===== config.mk =====
export PLATFORM = sky130hd
export DESIGN_NAME = glbs_cell
export DESIGN_NICKNAME = d
export VERILOG_FILES = /design/src/rtl/glbs_pkg.sv /design/src/rtl/glbs_cell.sv
export SDC_FILE = /design/constraint.sdc
export NUM_CORES = 1
export LEC_CHECK = 0
export BUFFER_PORTS_ARGS = -buffer_cell sky130_fd_sc_hd__clkbuf_2
export CAP_MARGIN = 15
export CORE_MARGIN = 4
export CORE_UTILIZATION = 55
export DETAILED_ROUTE_END_ITERATION = 6
export PLACE_DENSITY = 0.82
export SKIP_LAST_GASP = 1
export SYNTH_ARGS = -nofsm -noshare
export SYNTH_HDL_FRONTEND = slang
export SYNTH_SLANG_ARGS = --single-unit

===== constraint.sdc =====
create_clock -name clk -period 11.16 [get_ports clk]
set_input_delay 0.558 -clock clk [delete_from_list [all_inputs] [get_ports clk]]
set_output_delay 0.558 -clock clk [all_outputs]
set_load 0.1 [all_outputs]

===== src/rtl/glbs_pkg.sv =====
// ----------------------------------------------------------------------------
// glbs_pkg
// Shared types and codes for the LED blink scheduler: transaction payloads,
// action and mode codes, and the structs passed between the cells.
// ----------------------------------------------------------------------------
package glbs_pkg;

  localparam int TABLE_ENTRIES_DEF = 50;
  localparam int PIN_COUNT_DEF     = 96;
  localparam int OUT_PIN_BITS      = 50;
  localparam int PIN_W             = 7;
  localparam int ACTION_W          = 3;
  localparam int TIME_W            = 32;
  localparam int MODE_W            = 2;

  localparam logic [ACTION_W-1:0] ACT_SET   = ACTION_W'(0);
  localparam logic [ACTION_W-1:0] ACT_READ  = ACTION_W'(1);
  localparam logic [ACTION_W-1:0] ACT_BLINK = ACTION_W'(2);
  localparam logic [ACTION_W-1:0] ACT_DRIVE = ACTION_W'(3);
  localparam logic [ACTION_W-1:0] ACT_TICK  = ACTION_W'(4);

  localparam logic [MODE_W-1:0] MODE_IDLE  = MODE_W'(0);
  localparam logic [MODE_W-1:0] MODE_HOLD  = MODE_W'(1);
  localparam logic [MODE_W-1:0] MODE_BLINK = MODE_W'(2);

  typedef struct packed {
    logic [ACTION_W-1:0] action;
    logic [PIN_W-1:0]    pin;
    logic                level;
    logic                enable;
    logic [TIME_W-1:0]   interval;
    logic [TIME_W-1:0]   now;
  } cmd_t;

  typedef struct packed {
    logic                    status;
    logic                    read_level;
    logic [OUT_PIN_BITS-1:0] blink_pins;
  } res_t;

  // Broadcast write to the table, one cell matches the pin index
  typedef struct packed {
    logic              set_en;
    logic              blink_en;
    logic              drive_en;
    logic [PIN_W-1:0]  pin;
    logic              level;
    logic              enable;
    logic [TIME_W-1:0] interval;
  } cell_cmd_t;

  // Sweep token and its time stamp, handed cell to cell
  typedef struct packed {
    logic              tok;
    logic [TIME_W-1:0] now;
  } sweep_t;

endpackage


===== src/rtl/glbs_cell.sv =====
// ----------------------------------------------------------------------------
// glbs_cell
// One table entry plus its pin level. Takes broadcast writes addressed to its
// index and services the sweep token once as it passes down the chain.
// ----------------------------------------------------------------------------
module glbs_cell
  import glbs_pkg::*;
#(
  parameter int INDEX     = 0,
  parameter int PIN_COUNT = PIN_COUNT_DEF
) (
  input  logic      clk,
  input  logic      rst,
  input  cell_cmd_t cmd,
  input  sweep_t    sweep_in,
  output sweep_t    sweep_out,
  output logic      pin_level
);

  localparam bit HAS_PIN = (INDEX < PIN_COUNT);

  logic [MODE_W-1:0] mode;
  logic              lvl;
  logic [TIME_W-1:0] intv;
  logic [TIME_W-1:0] last;
  logic              pin_q;
  logic              tok;
  logic [TIME_W-1:0] now;
  logic              sel;
  logic [TIME_W-1:0] elapsed;
  logic              expired;

  assign sel     = (cmd.pin == PIN_W'(INDEX));
  assign elapsed = sweep_in.now - last;
  assign expired = (elapsed > intv);

  always_ff @(posedge clk) begin
    if (rst) begin
      mode  <= MODE_IDLE;
      lvl   <= 1'b0;
      intv  <= '0;
      last  <= '0;
      pin_q <= 1'b0;
      tok   <= 1'b0;
    end else begin
      tok <= sweep_in.tok;
      if (sweep_in.tok && HAS_PIN) begin
        if (mode == MODE_HOLD) begin
          pin_q <= lvl;
        end else if (mode == MODE_BLINK && expired) begin
          pin_q <= ~pin_q;
          last  <= sweep_in.now;
        end
      end
      if (cmd.set_en && sel) begin
        mode <= MODE_HOLD;
        lvl  <= cmd.level;
        intv <= '0;
        last <= '0;
        if (HAS_PIN) begin
          pin_q <= cmd.level;
        end
      end
      if (cmd.blink_en && sel) begin
        mode <= cmd.enable ? MODE_BLINK : MODE_IDLE;
        lvl  <= 1'b0;
        intv <= cmd.interval;
        last <= '0;
      end
      if (cmd.drive_en && sel && HAS_PIN) begin
        pin_q <= cmd.level;
      end
    end
  end

  always_ff @(posedge clk) begin
    now <= sweep_in.now;
  end

  assign sweep_out.tok = tok;
  assign sweep_out.now = now;
  assign pin_level     = HAS_PIN ? pin_q : 1'b0;

endmodule


==> impl_metrics.ini <==
[status]
outcome = finished clean

[yosys]
seq_area_frac_synth_pct = 36.1
yosys_warnings = 0
synth-edff-count = 0
synth.distinct_cells = 62
synth_cells = 644
syn_avg_cell_area_sq_um = 8.70
synth_area_sq_um = 5600
yosys_register_bits = 101
synth-main-ff-cell = dfxtp_1
synth_nets = 787
synthArstFlopShare_pct = 0

[sta]
timing.final.ws_setup_ns = 6.18
finalMaxSlewViolations = 0
hold_viol = 0
slew_headroom_pct = 53.8
rsz0062_at_grt = no
tightest_slew_ns = 0.690
layout_min_cycle_time_ns = 4.98
finalSetupTns_ns = 0
max_freq_ghz = 0.201
fin_worst_skew_ns = 0.0100
period_share_pct = 44.6
finalSetupViolations = 0

[setup_path]
crit_top_cell = o21ai_0
end_kind = register
worstPathRequired_ns = 11.42
path_cells = inv_1, ha_1, a211oi_1, o21ai_0, a21oi_1, a21boi_0, o21ai_0, nor3b_1, o21bai_1, xor2_1, ha_1, a21o_1, a21oi_1, and2b_1, o21ai_0, a41oi_2, o21ai_4, buf_4, mux2i_1, nor2_2
cp_slowest_cell = o21ai_4
crit_buf_inv = 2
cp_max_fo = 19
crit_type = reg2reg
slowest_delay_ns = 0.60
crit_family = compound AO/OA/AOI/OAI gates
arrival_ns = 5.23
critPathLaunchType = register

[floorplanning]
io_pins = 113
dieArea_sq_um = 11900
row_count = 36
core_area_sq_um = 9860
die_x_microns = 109
fp.dieH_microns = 109
start_util_pct = 56.8

[grt]
antenna_found_initial = 0
grt_pass1_vias = 4689
grt_usage_pct = 22.0
grt_first_pass_wirelength_microns = 21100
grt_max_degree = 64
grt_overflow = 0

[worst_hold_path]
hold_class = in2reg

[cells_and_area]
drive_gt1_share_pct = 19.7
final_cells = 893
num_antenna_cells = 0
fin_area_sq_um = 6460
area_growth_pct = 15.3
final_nets = 898

[placement]
place_congestion = 0.890
placed_area_sq_um = 6240
dp.cells = 876
dpl.hpwl_microns = 9820
post-place-ws_ns = 5.85
numPortBuffers = 112

[clock_network]
clk_pin_slew_ns = 0.10
clk_path_buf_depth = 2
cts_setup_buffers = 0
ctsHtreeMaxLevel = 3
holdBufCountCts = 0
numClockSinks = 101
insertion_delay_ns = 0.37
cts_tree = done
cts_buffers = 9
clockRootBuffer = clkbuf_8
ctsResizeCount = 0

[drt]
avgRoutedWirePerCell_microns = 14.3
via_per_inst = 5.42
wirelength_microns = 12800
drc = 0
first_pass_iters = 5
ant_nets = 0
first_iter_violations = 185
num_vias = 4836

[power]
p_leak_uw = 0.00290
total_power_uw = 779
powerDensity_nw_per_um2 = 121
ir_drop_v = 0.0000608

[flow_run]
maxCapViolations = 0
-- stage by stage --
stage	utilization (%)	hold slack, ns
finish	65.5	0.324
global placement	63.3	0.440
floorplan	-	0.423
global route	65.5	0.311
detailed placement	63.3	0.459
CTS	65.3	0.313
-- path summary, 6_finish.rpt --
check / from / endpoint / slack [ns] / depth (start not counted)
worst max register to register: last[6] / last[0] / 6.18 / 20
worst min register to register: lvl / lvl / 0.47 / 2
worst max-delay path: last[6] / last[0] / 6.18 / 20
worst min-delay path: sweep_in[30] / now[30] / 0.32 / 1
-- cells by family (layout without fill, tap and decap cells) --
family                     count (synthesis)  in the layout  share of synthesized area, %
AOI/OAI and AO/OA                        164            164                          19.0
adders and majority gates                 64             64                          14.4
muxes                                     32             32                          5.72
xor gates and xnor gates                  24             24                          3.75
and+or+nand+nor                          170            170                          14.1
buffers and inverters                     89            205                          6.86
DFF                                      101            101                          36.1
-- area by class of cell --
class	count	area [sq um]
Inverter	74	278
Timing Repair Buffer	115	596
Clock inverter	6	70.1
Tap cell	133	166
Fill cell	820	3410
Multi-Input combinational cell	454	3200
Sequential cell	101	2020
Clock buffer	10	128
-- cells in the mapped netlist, drive strengths merged (8+ instances only) --
master	instances	share of area (%)
mux2i	32	5.7
nor2b	8	0.89
nor2	65	4.5
o21ai	59	5.5
nand2	58	3.9
ha	63	14
xnor2	17	2.7
nand3	9	0.80
a21oi	38	3.5
a21o	20	2.7
buf	14	1.8
inv	74	5.0
dfxtp	101	36
-- power breakdown --
| group | internal (uW) | switching, uW | leakage [uW] |
|---|---|---|---|
| combinational | 58.4 | 115 | 0.00198 |
| clock | 105 | 131 | 0.0000895 |
| sequential | 367 | 1.79 | 0.000826 |
-- layer usage --
layer	GRT usage, %	part of all wire [%]	up-vias
met5	0	0	-
met4	5.77	1.7	0
met3	3.55	5.3	22
met2	38.8	49	128
met1	27.8	44	2250
li1	-	-	2436
-- cells in the final DEF (no fill, tap or decap), drive strengths merged, types with 4 or more instances in the layout --
cell type	n
ha	63
nand2b	4
nand3	9
and3	4
o21a	7
o21bai	4
a21boi	4
o211ai	5
a21oi	38
nor2	65
nand4	4
nand2	58
dfxtp	101
a211oi	5
inv	76
o21ai	59
nor2b	8
a21o	20
clkbuf	122
xnor2	17
mux2i	32
xor2	7
-- worst register-to-register path, stage by stage (launching register included) --
cell and delay [ns]:
dfxtp_1 0.35, inv_1 0.05, ha_1 0.34, a211oi_1 0.29
o21ai_0 0.14, a21oi_1 0.29, a21boi_0 0.21, o21ai_0 0.24
nor3b_1 0.22, o21bai_1 0.09, xor2_1 0.15, ha_1 0.30
a21o_1 0.18, a21oi_1 0.12, and2b_1 0.18, o21ai_0 0.19
a41oi_2 0.17, o21ai_4 0.60, buf_4 0.45, mux2i_1 0.28
nor2_2 0.05
-- sequential cells by signal (all words and copies together), names as in the netlist --
| register | flops |
|---|---|
| intv | 32 |
| last | 32 |
| lvl | 1 |
| mode | 2 |
| now | 32 |
| pin_level | 1 |
| tok | 1 |
(Power assumes the default switching activity.)
